<file path="src/rtl/qgcb_pkg.sv">
// Package: constants, codes and queue entry type of the color balance block
`timescale 1ns / 1ps
package qgcb_pkg;
  localparam int MAX_FRAME_PIXELS = 4194304;
  localparam int GAIN_FRAC_BITS   = 16;
  localparam int PIX_W   = 8;
  localparam int GRAY_W  = 17;
  localparam int SUM_W   = 30;
  localparam int COUNT_W = $clog2(MAX_FRAME_PIXELS + 1);
  localparam int GAIN_W  = GAIN_FRAC_BITS + 11;
  localparam int CNUM_W  = GAIN_W + 16;
  localparam int DIV_DW  = 36 + GAIN_FRAC_BITS;
  localparam int DIV_VW  = 34;
  localparam int DIV_CW  = $clog2(DIV_DW);
  localparam int CFG_IDX_W  = 3;
  localparam int CFG_DATA_W = 17;
  localparam logic [GAIN_W-1:0] GAIN_ONE   = GAIN_W'(1) << GAIN_FRAC_BITS;
  localparam logic [GAIN_W-1:0] GAIN_LIMIT = GAIN_W'(512) << GAIN_FRAC_BITS;

  typedef enum logic [CFG_IDX_W-1:0] {
    CFG_AUTO   = 3'd0,
    CFG_TARGET = 3'd1,
    CFG_REF_R  = 3'd2,
    CFG_REF_G  = 3'd3,
    CFG_REF_B  = 3'd4
  } cfg_idx_t;

  typedef enum logic [1:0] {
    OP_CAL,
    OP_CAL_END,
    OP_CORR
  } op_t;

  typedef struct packed {
    op_t                   op;
    logic [2:0][PIX_W-1:0] px;
  } qent_t;
endpackage

</file>
<file path="src/rtl/qgcb_div.sv">
// Restoring divider, one quotient bit per cycle
`timescale 1ns / 1ps
module qgcb_div (
  input  logic                       clk,
  input  logic                       rst_n,
  input  logic                       start,
  input  logic [qgcb_pkg::DIV_DW-1:0] dividend,
  input  logic [qgcb_pkg::DIV_VW-1:0] divisor,
  output logic                       done,
  output logic [qgcb_pkg::DIV_DW-1:0] quotient
);
  import qgcb_pkg::*;

  logic              busy_r, done_r;
  logic [DIV_CW-1:0] cnt_r;
  logic [DIV_VW:0]   rem_r;
  logic [DIV_DW-1:0] quo_r;
  logic [DIV_VW-1:0] dvs_r;
  logic [DIV_VW:0]   shifted;
  logic [DIV_VW+1:0] trial;

  assign shifted  = {rem_r[DIV_VW-1:0], quo_r[DIV_DW-1]};
  assign trial    = {1'b0, shifted} - {2'b0, dvs_r};
  assign done     = done_r;
  assign quotient = quo_r;

  always_ff @(posedge clk) begin
    if (!rst_n) begin
      busy_r <= 1'b0;
      done_r <= 1'b0;
      cnt_r  <= '0;
    end else begin
      done_r <= busy_r && !start && (cnt_r == DIV_CW'(DIV_DW - 1));
      if (start) begin
        busy_r <= 1'b1;
        cnt_r  <= '0;
        rem_r  <= '0;
        quo_r  <= dividend;
        dvs_r  <= divisor;
      end else if (busy_r) begin
        if (!trial[DIV_VW+1]) begin
          rem_r <= trial[DIV_VW:0];
          quo_r <= {quo_r[DIV_DW-2:0], 1'b1};
        end else begin
          rem_r <= shifted;
          quo_r <= {quo_r[DIV_DW-2:0], 1'b0};
        end
        if (cnt_r == DIV_CW'(DIV_DW - 1)) begin
          busy_r <= 1'b0;
        end else begin
          cnt_r <= cnt_r + 1'b1;
        end
      end
    end
  end
endmodule

</file>
<file path="src/rtl/qgcb_front.sv">
// Front: decodes pixel beats and queues them for the back end
`timescale 1ns / 1ps
module qgcb_front (
  input  logic                          clk,
  input  logic                          rst_n,
  input  logic                          in_valid,
  output logic                          in_ready,
  input  logic                          in_kind,
  input  logic [qgcb_pkg::PIX_W-1:0]    in_red,
  input  logic [qgcb_pkg::PIX_W-1:0]    in_green,
  input  logic [qgcb_pkg::PIX_W-1:0]    in_blue,
  input  logic                          in_frame_end,
  output logic                          q_valid,
  output qgcb_pkg::qent_t               q_ent,
  input  logic                          q_pop
);
  import qgcb_pkg::*;

  qent_t      ent_r [2];
  logic       wp_r, rp_r;
  logic [1:0] cnt_r;
  qent_t      dec;
  logic       push;

  always_comb begin
    dec.px = {in_blue, in_green, in_red};
    if (in_kind)
      dec.op = OP_CORR;
    else if (in_frame_end)
      dec.op = OP_CAL_END;
    else
      dec.op = OP_CAL;
  end

  assign in_ready = (cnt_r != 2'd2);
  assign push     = in_valid && in_ready;
  assign q_valid  = (cnt_r != 2'd0);
  assign q_ent    = ent_r[rp_r];

  always_ff @(posedge clk) begin
    if (!rst_n) begin
      wp_r  <= 1'b0;
      rp_r  <= 1'b0;
      cnt_r <= '0;
    end else begin
      if (push) begin
        ent_r[wp_r] <= dec;
        wp_r        <= ~wp_r;
      end
      if (q_pop) rp_r <= ~rp_r;
      cnt_r <= cnt_r + {1'b0, push} - {1'b0, q_pop};
    end
  end
endmodule

</file>
<file path="src/rtl/qgcb_back.sv">
// Back: calibration sums, gray means, gains and curve per channel
`timescale 1ns / 1ps
module qgcb_back (
  input  logic                              clk,
  input  logic                              rst_n,
  input  logic                              cfg_valid,
  input  logic [qgcb_pkg::CFG_IDX_W-1:0]    cfg_index,
  input  logic [qgcb_pkg::CFG_DATA_W-1:0]   cfg_data,
  input  logic                              q_valid,
  input  qgcb_pkg::qent_t                   q_ent,
  output logic                              q_pop,
  output logic                              out_valid,
  input  logic                              out_ready,
  output logic [qgcb_pkg::PIX_W-1:0]        out_red,
  output logic [qgcb_pkg::PIX_W-1:0]        out_green,
  output logic [qgcb_pkg::PIX_W-1:0]        out_blue
);
  import qgcb_pkg::*;

  typedef enum logic [3:0] {
    S_IDLE, S_MEAN, S_MWAIT, S_PREP, S_GAIN, S_GWAIT,
    S_CMUL, S_CSUM, S_CWAIT, S_OUT
  } state_t;

  state_t state_r;
  logic [1:0] ch_r;

  logic              auto_r;
  logic [GRAY_W-1:0] tgt_r;
  logic [GRAY_W-1:0] ref_r [3];

  logic [SUM_W-1:0]   sum_r [3];
  logic [COUNT_W-1:0] count_r;
  logic [GRAY_W-1:0]  mg_r [3];
  logic               mvalid_r;

  logic [2:0][PIX_W-1:0] pix_r;
  logic [PIX_W-1:0]      res_r [3];
  logic                  out_valid_r;
  logic [PIX_W-1:0]      out_red_r, out_green_r, out_blue_r;

  logic [33:0]              sq_r;
  logic signed [35:0]       den_r;
  logic [14:0]              pp_r;
  logic [15:0]              pq_r;
  logic                     eqt_r, neg_r;
  logic signed [GAIN_W-1:0] c_r;
  logic signed [CNUM_W-1:0] prod_r;
  logic signed [CNUM_W-1:0] cnum_r;

  logic              div_start_r, div_done;
  logic [DIV_DW-1:0] div_a_r, div_q;
  logic [DIV_VW-1:0] div_b_r;

  logic [GRAY_W-1:0]        g_c;
  logic [PIX_W-1:0]         p_c;
  logic [33:0]              sq_c;
  logic signed [35:0]       den_c;
  logic [15:0]              pp_c, pq_c;
  logic [30:0]              mden_c;
  logic signed [35:0]       num0_c;
  logic signed [DIV_DW-1:0] num_c;
  logic [DIV_DW-1:0]        an_c;
  logic [35:0]              ad_c;
  logic [GAIN_W-1:0]        cq_c;
  logic signed [CNUM_W-1:0] cnum_c;
  logic [CNUM_W-GAIN_FRAC_BITS-1:0] cx_c;
  logic [16:0]              cdiv_c;
  logic                     take;

  qgcb_div u_div (
    .clk     (clk),
    .rst_n   (rst_n),
    .start   (div_start_r),
    .dividend(div_a_r),
    .divisor (div_b_r),
    .done    (div_done),
    .quotient(div_q)
  );

  always_comb begin
    g_c    = (auto_r && mvalid_r) ? mg_r[ch_r] : ref_r[ch_r];
    p_c    = pix_r[ch_r];
    sq_c   = g_c * g_c;
    den_c  = $signed({19'b0, g_c}) * (36'sd65536 - $signed({19'b0, g_c}));
    pp_c   = {8'b0, p_c} * (16'd255 - {8'b0, p_c});
    pq_c   = {8'b0, p_c} * {8'b0, p_c};
    mden_c = {count_r, 8'b0} - {8'b0, count_r};
    num0_c = $signed({3'b0, tgt_r, 16'b0}) - $signed({2'b0, sq_r});
    num_c  = DIV_DW'(num0_c) <<< GAIN_FRAC_BITS;
    an_c   = num_c[DIV_DW-1] ? DIV_DW'(-num_c) : DIV_DW'(num_c);
    ad_c   = den_r[35] ? 36'(-den_r) : 36'(den_r);
    cq_c   = (div_q > DIV_DW'(GAIN_LIMIT)) ? GAIN_LIMIT : div_q[GAIN_W-1:0];
    cnum_c = $signed(CNUM_W'(pq_r) << GAIN_FRAC_BITS) + prod_r;
    // divide by 255 after dropping the fraction bits
    cx_c   = cnum_r[CNUM_W-1:GAIN_FRAC_BITS];
    cdiv_c = {1'b0, cx_c[15:0]} + {9'b0, cx_c[15:8]} + 17'd1;
  end

  assign take      = out_valid_r && out_ready;
  assign q_pop     = (state_r == S_IDLE) && q_valid;
  assign out_valid = out_valid_r;
  assign out_red   = out_red_r;
  assign out_green = out_green_r;
  assign out_blue  = out_blue_r;

  always_ff @(posedge clk) begin
    if (!rst_n) begin
      state_r     <= S_IDLE;
      ch_r        <= '0;
      auto_r      <= 1'b0;
      tgt_r       <= GRAY_W'(32768);
      ref_r       <= '{default: GRAY_W'(32768)};
      sum_r       <= '{default: '0};
      count_r     <= '0;
      mg_r        <= '{default: '0};
      mvalid_r    <= 1'b0;
      out_valid_r <= 1'b0;
      div_start_r <= 1'b0;
    end else begin
      div_start_r <= ((state_r == S_MEAN) && (mden_c != '0)) ||
                     ((state_r == S_GAIN) && !(eqt_r || den_r == '0));
      if (take && state_r != S_OUT) out_valid_r <= 1'b0;
      if (cfg_valid) begin
        case (cfg_index)
          CFG_AUTO:   auto_r   <= cfg_data[0];
          CFG_TARGET: tgt_r    <= cfg_data;
          CFG_REF_R:  ref_r[0] <= cfg_data;
          CFG_REF_G:  ref_r[1] <= cfg_data;
          CFG_REF_B:  ref_r[2] <= cfg_data;
          default: ;
        endcase
      end
      case (state_r)
        S_IDLE: begin
          if (q_valid) begin
            pix_r <= q_ent.px;
            ch_r  <= '0;
            if (q_ent.op inside {OP_CAL, OP_CAL_END}) begin
              if (count_r < COUNT_W'(MAX_FRAME_PIXELS)) begin
                for (int i = 0; i < 3; i++)
                  sum_r[i] <= sum_r[i] + SUM_W'(q_ent.px[i]);
                count_r <= count_r + 1'b1;
              end
              if (q_ent.op == OP_CAL_END) state_r <= S_MEAN;
            end else begin
              state_r <= S_PREP;
            end
          end
        end
        S_MEAN: begin
          if (mden_c == '0) begin
            mg_r[ch_r] <= '0;
            if (ch_r == 2'd2) begin
              sum_r    <= '{default: '0};
              count_r  <= '0;
              mvalid_r <= 1'b1;
              state_r  <= S_IDLE;
            end else begin
              ch_r <= ch_r + 1'b1;
            end
          end else begin
            div_a_r <= DIV_DW'({sum_r[ch_r], 16'b0}) + DIV_DW'(mden_c >> 1);
            div_b_r <= DIV_VW'(mden_c);
            state_r <= S_MWAIT;
          end
        end
        S_MWAIT: begin
          if (div_done) begin
            mg_r[ch_r] <= div_q[GRAY_W-1:0];
            if (ch_r == 2'd2) begin
              sum_r    <= '{default: '0};
              count_r  <= '0;
              mvalid_r <= 1'b1;
              state_r  <= S_IDLE;
            end else begin
              ch_r    <= ch_r + 1'b1;
              state_r <= S_MEAN;
            end
          end
        end
        S_PREP: begin
          sq_r    <= sq_c;
          den_r   <= den_c;
          pp_r    <= pp_c[14:0];
          pq_r    <= pq_c;
          eqt_r   <= (tgt_r == g_c);
          state_r <= S_GAIN;
        end
        S_GAIN: begin
          if (eqt_r || den_r == '0) begin
            c_r     <= $signed(GAIN_ONE);
            state_r <= S_CMUL;
          end else begin
            neg_r   <= num0_c[35] ^ den_r[35];
            div_a_r <= an_c + DIV_DW'(ad_c[33:0] >> 1);
            div_b_r <= ad_c[33:0];
            state_r <= S_GWAIT;
          end
        end
        S_GWAIT: begin
          if (div_done) begin
            c_r     <= neg_r ? -$signed(cq_c) : $signed(cq_c);
            state_r <= S_CMUL;
          end
        end
        S_CMUL: begin
          prod_r  <= CNUM_W'(c_r * $signed({1'b0, pp_r}));
          state_r <= S_CSUM;
        end
        S_CSUM: begin
          cnum_r  <= cnum_c;
          state_r <= S_CWAIT;
        end
        S_CWAIT: begin
          if (cnum_r <= 0)
            res_r[ch_r] <= '0;
          else if (cx_c >= (CNUM_W-GAIN_FRAC_BITS)'(65280))
            res_r[ch_r] <= 8'd255;
          else
            res_r[ch_r] <= cdiv_c[15:8];
          if (ch_r == 2'd2) begin
            state_r <= S_OUT;
          end else begin
            ch_r    <= ch_r + 1'b1;
            state_r <= S_PREP;
          end
        end
        S_OUT: begin
          if (!out_valid_r || out_ready) begin
            out_red_r   <= res_r[0];
            out_green_r <= res_r[1];
            out_blue_r  <= res_r[2];
            out_valid_r <= 1'b1;
            state_r     <= S_IDLE;
          end
        end
        default: state_r <= S_IDLE;
      endcase
    end
  end
endmodule

</file>
<file path="src/rtl/quadratic_gray_color_balance.sv">
// Top level: gray-world color balance with a quadratic correction curve
//
//  channel | direction | beat contents
//  in_     | sink      | kind, red, green, blue, frame_end
//  out_    | source    | out_red, out_green, out_blue
//  cfg_    | sink      | cfg_index, cfg_data (always ready)
//
// Correction pixel: per channel the gain division, 52 steps of the shared bit-serial
// divider, takes most of the time; a unity gain skips the divider.
// Calibration pixel: accumulated from idle; frame end runs the divider for the means.
// A two-beat queue sits between intake and the sequencer; a full output
// register holds the sequencer, not the queue. Sync reset sets control and config.
`timescale 1ns / 1ps
module quadratic_gray_color_balance (
  input  logic                            clk,
  input  logic                            rst_n,
  input  logic                            in_valid,
  output logic                            in_ready,
  input  logic                            in_kind,
  input  logic [qgcb_pkg::PIX_W-1:0]      in_red,
  input  logic [qgcb_pkg::PIX_W-1:0]      in_green,
  input  logic [qgcb_pkg::PIX_W-1:0]      in_blue,
  input  logic                            in_frame_end,
  output logic                            out_valid,
  input  logic                            out_ready,
  output logic [qgcb_pkg::PIX_W-1:0]      out_red,
  output logic [qgcb_pkg::PIX_W-1:0]      out_green,
  output logic [qgcb_pkg::PIX_W-1:0]      out_blue,
  input  logic                            cfg_valid,
  output logic                            cfg_ready,
  input  logic [qgcb_pkg::CFG_IDX_W-1:0]  cfg_index,
  input  logic [qgcb_pkg::CFG_DATA_W-1:0] cfg_data
);
  import qgcb_pkg::*;

  logic  q_valid, q_pop;
  qent_t q_ent;

  assign cfg_ready = 1'b1;

  qgcb_front u_front (
    .clk         (clk),
    .rst_n       (rst_n),
    .in_valid    (in_valid),
    .in_ready    (in_ready),
    .in_kind     (in_kind),
    .in_red      (in_red),
    .in_green    (in_green),
    .in_blue     (in_blue),
    .in_frame_end(in_frame_end),
    .q_valid     (q_valid),
    .q_ent       (q_ent),
    .q_pop       (q_pop)
  );

  qgcb_back u_back (
    .clk      (clk),
    .rst_n    (rst_n),
    .cfg_valid(cfg_valid),
    .cfg_index(cfg_index),
    .cfg_data (cfg_data),
    .q_valid  (q_valid),
    .q_ent    (q_ent),
    .q_pop    (q_pop),
    .out_valid(out_valid),
    .out_ready(out_ready),
    .out_red  (out_red),
    .out_green(out_green),
    .out_blue (out_blue)
  );
endmodule

</file>
<file path="config.mk">
export PLATFORM = sky130hd
export DESIGN_NAME = quadratic_gray_color_balance
export DESIGN_NICKNAME = d
export VERILOG_FILES = /design/src/rtl/qgcb_pkg.sv /design/src/rtl/qgcb_div.sv /design/src/rtl/qgcb_front.sv /design/src/rtl/qgcb_back.sv /design/src/rtl/quadratic_gray_color_balance.sv
export SDC_FILE = /design/constraint.sdc
export NUM_CORES = 2
export LEC_CHECK = 0
export BUFFER_PORTS_ARGS = -buffer_cell sky130_fd_sc_hd__buf_4
export CORE_UTILIZATION = 30
export DETAILED_ROUTE_END_ITERATION = 16
export SLEW_MARGIN = 5
export SYNTH_ARGS = -nofsm -noshare
export SYNTH_HDL_FRONTEND = slang
export SYNTH_HIERARCHICAL = 1
export SYNTH_SLANG_ARGS = --single-unit
</file>
<file path="constraint.sdc">
create_clock -name clk -period 16.58 [get_ports clk]
set_clock_uncertainty 0.05 [all_clocks]
set_input_delay 0.829 -clock clk [delete_from_list [all_inputs] [get_ports clk]]
set_output_delay 0.829 -clock clk [all_outputs]
set_load 0.03 [all_outputs]
</file>
==> results.cfg <==
[grt]
grt-ovfl-total = 0
grt_pass1_vias = 57369
grt.total_usage_pct = 15.7
grt_start_max_net_pins = 93
grt_first_pass_wirelength_mm = 321
antenna_found_initial = 4

[logic_synthesis]
synth_edf_count = 523
syn_area_sq_mm = 0.0766
synthTopCellsByCount = inv_1, fa_1, nand2_1
yosysUniqueCellTypes = 115
synthTopCellsByArea = fa_1, edfxtp_1, ha_1
ys_ff_latch = 778
synth_nets = 9470
syn_area_per_cell_sq_um = 9.63
yosys.area.top_type = fa_1
async_reset_ff_share_pct = 0
ys_seq_area_share_pct = 27.2
yosysWarningCount = 6
synth.most_common_cell = inv_1
synth_ff_type = edfxtp_1
synth_top_area_share_pct = 22.0
syn_inst = 7954

[clock_network]
clock_latency_ns = 0.73
cts.sinks = 778
cts_tree = yes
hold_buffers = 0
cts-root-buf = clkbuf_16
postCtsSetupRepairBufs = 0
cts_inserted_buffers = 88
cts-resized-gates = 0
cts_max_level = 3
clk_pin_slew_ns = 0.06
cts_max_path_buffers = 3

[sta]
relSlewSlack_pct = 18.2
whs_ns = 0.245
fmax_mhz = 88.8
setup_viol = 0
finalHoldViolCount = 0
fin_crit_sh_pct = 67.9
tns_ns = 0
maxSlewViolCount = 0
worst_pin_slew_ns = 1.21
fin_crit_ns = 11.26
rsz0062_at_grt = false

[power_and_ir_drop]
ir_drop_uv = 344
p_leak_nw = 36.8
p_per_area_mw_per_mm2 = 201

[setup_path]
end_kind = flip-flop
cp_slowest_stage_delay_ns = 0.69
reg2reg_from = u_back/ch_r[1]
r2r_end = u_back/den_r[33]
rr_worst_depth = 34
slowest_stage = o31ai_1
cp_max_fo = 39
setup.worst_path.start_class = flip-flop
worstPathArrival_ns = 11.63
cp.required_ns = 16.95
crit_type = reg -> reg
r2r_slack_ns = 5.32

[layout]
multi_input_area_sq_mm = 0.0501
fin_area_sq_mm = 0.0837
diodes = 0
fin_nets = 9383
drive_gt1_share_pct = 6.65
syn2layout_area_growth_pct = 9.31
finalNonFillerCells = 11309
fillers = 25591
ff_latch_area_sq_mm = 0.0208

[drt]
ant_nets = 0
viasPerCell = 4.93
drt-total-wl_mm = 203
drcViolationCount = 0
wl_per_cell_um = 17.9
vias = 55746
drt_iter0_drc = 3956
drtPass1Iterations = 6

[worst_hold_path]
min_from = in_green[1]
hold_end = u_front/ent_r[1][9]
holdPathStages = 1
hold_path_class = in -> reg

[run_status]
outcome = complete, no violations

[floorplan]
dieArea_sq_mm = 0.257
rows = 185
initial_core_util_pct = 30.2
io_pins = 78
core-area_sq_mm = 0.254
die_w_um = 507
die_y_um = 507

[place]
place_inst = 11143
dpl_cell_area_sq_mm = 0.0808
place_congestion = 0.896
hpwl_mm = 159
port_buffers = 76

[job]
cap_violations = 0
## area by class of cell
type                       instances  share of cell area [%]
clock inverter                    57                   0.719
clock buffer                     109                    2.81
timing repair buffer             161                    1.44
inverter                        1172                    5.26
multi-input combinational       5666                    59.9
tap                             3366                    5.03
sequential                       778                    24.9
## per-layer routing
metal	wire length [um]	global-route usage [%]
met1	87400	20.2
met2	99500	27.3
met3	9910	1.84
met4	5910	4.90
met5	13	0
## metrics by stage
stage	worst slack [ns]	util [%]	total power, mW
floorplan	7.16	-	12.1
global placement	5.70	31.8	14.7
detailed placement	5.49	31.8	14.9
CTS	5.36	33.0	17.0
global route	4.66	33.0	18.5
finish	5.32	33.0	16.8
## worst max-delay path by stage
stage | start | endpoint | slack [ns] | cells past startpoint
floorplan | u_back/ch_r[1] | u_back/den_r[34] | 7.16 | 31
finish | u_back/ch_r[1] | u_back/den_r[33] | 5.32 | 34
global placement | u_back/ch_r[1] | u_back/den_r[34] | 5.70 | 33
global route | u_back/ch_r[1] | u_back/den_r[33] | 4.66 | 34
detailed placement | u_back/ch_r[1] | u_back/den_r[34] | 5.49 | 33
CTS | u_back/ch_r[1] | u_back/den_r[34] | 5.36 | 33
## power breakdown
group	switching, mW	total, mW	internal [mW]	leakage, nW
clock	0.857	1.99	1.14	1.44
combinational	6.76	11.7	4.96	28.4
sequential	0.167	3.08	2.91	6.97
## placed cells by master, fill, tap and decap left out, types with 116 or more instances in the layout
cell and instances:
xor2_1 129, a21oi_1 311, buf_4 161, dfxtp_1 253
nand2_1 804, o21ai_0 164, edfxtp_1 523, nand2b_1 169
ha_1 624, fa_1 841, xnor2_1 344, nand3_1 146
inv_1 1164, and2_1 214, nor2_1 602, a21o_1 116
## state kept, by name (all words and copies together) (netlist names), 33 cells and up, named ones only
signal,flops
u_front/ent_r,52
u_back/prod_r,42
u_back/sq_r,33
u_back/div_b_r,34
u_back/cnum_r,42
u_back/u_div/dvs_r,34
u_back/ref_r,51
u_back/sum_r,90
u_back/div_a_r,36
u_back/mg_r,51
u_back/den_r,34
u_back/u_div/rem_r,34
u_back/u_div/quotient,52
## critical path: cells and delay by family (launching register included)
kind,cells,cell delay [ns]
compound gates,8,2.19
xor+xnor,1,0.13
fa+ha+maj,8,3.80
buf+inv,10,2.04
flops,1,0.29
mux,1,0.58
simple gates,6,1.78
## logic make-up (layout without fill, tap and decap cells)
group	Yosys count	count (layout)	share of synthesized area, %
AO/OA/AOI/OAI	1125	1125	9.88
multiplexers	154	154	2.52
XOR/XNOR	473	473	5.41
AND/OR/NAND/NOR	2445	2445	15.2
adder cells (fa/ha/maj)	1467	1467	32.2
other	2	2	0.00981
buffers and inverters	1510	1499	7.56
flip-flops	778	778	27.2
(Power assumes the default switching activity.)
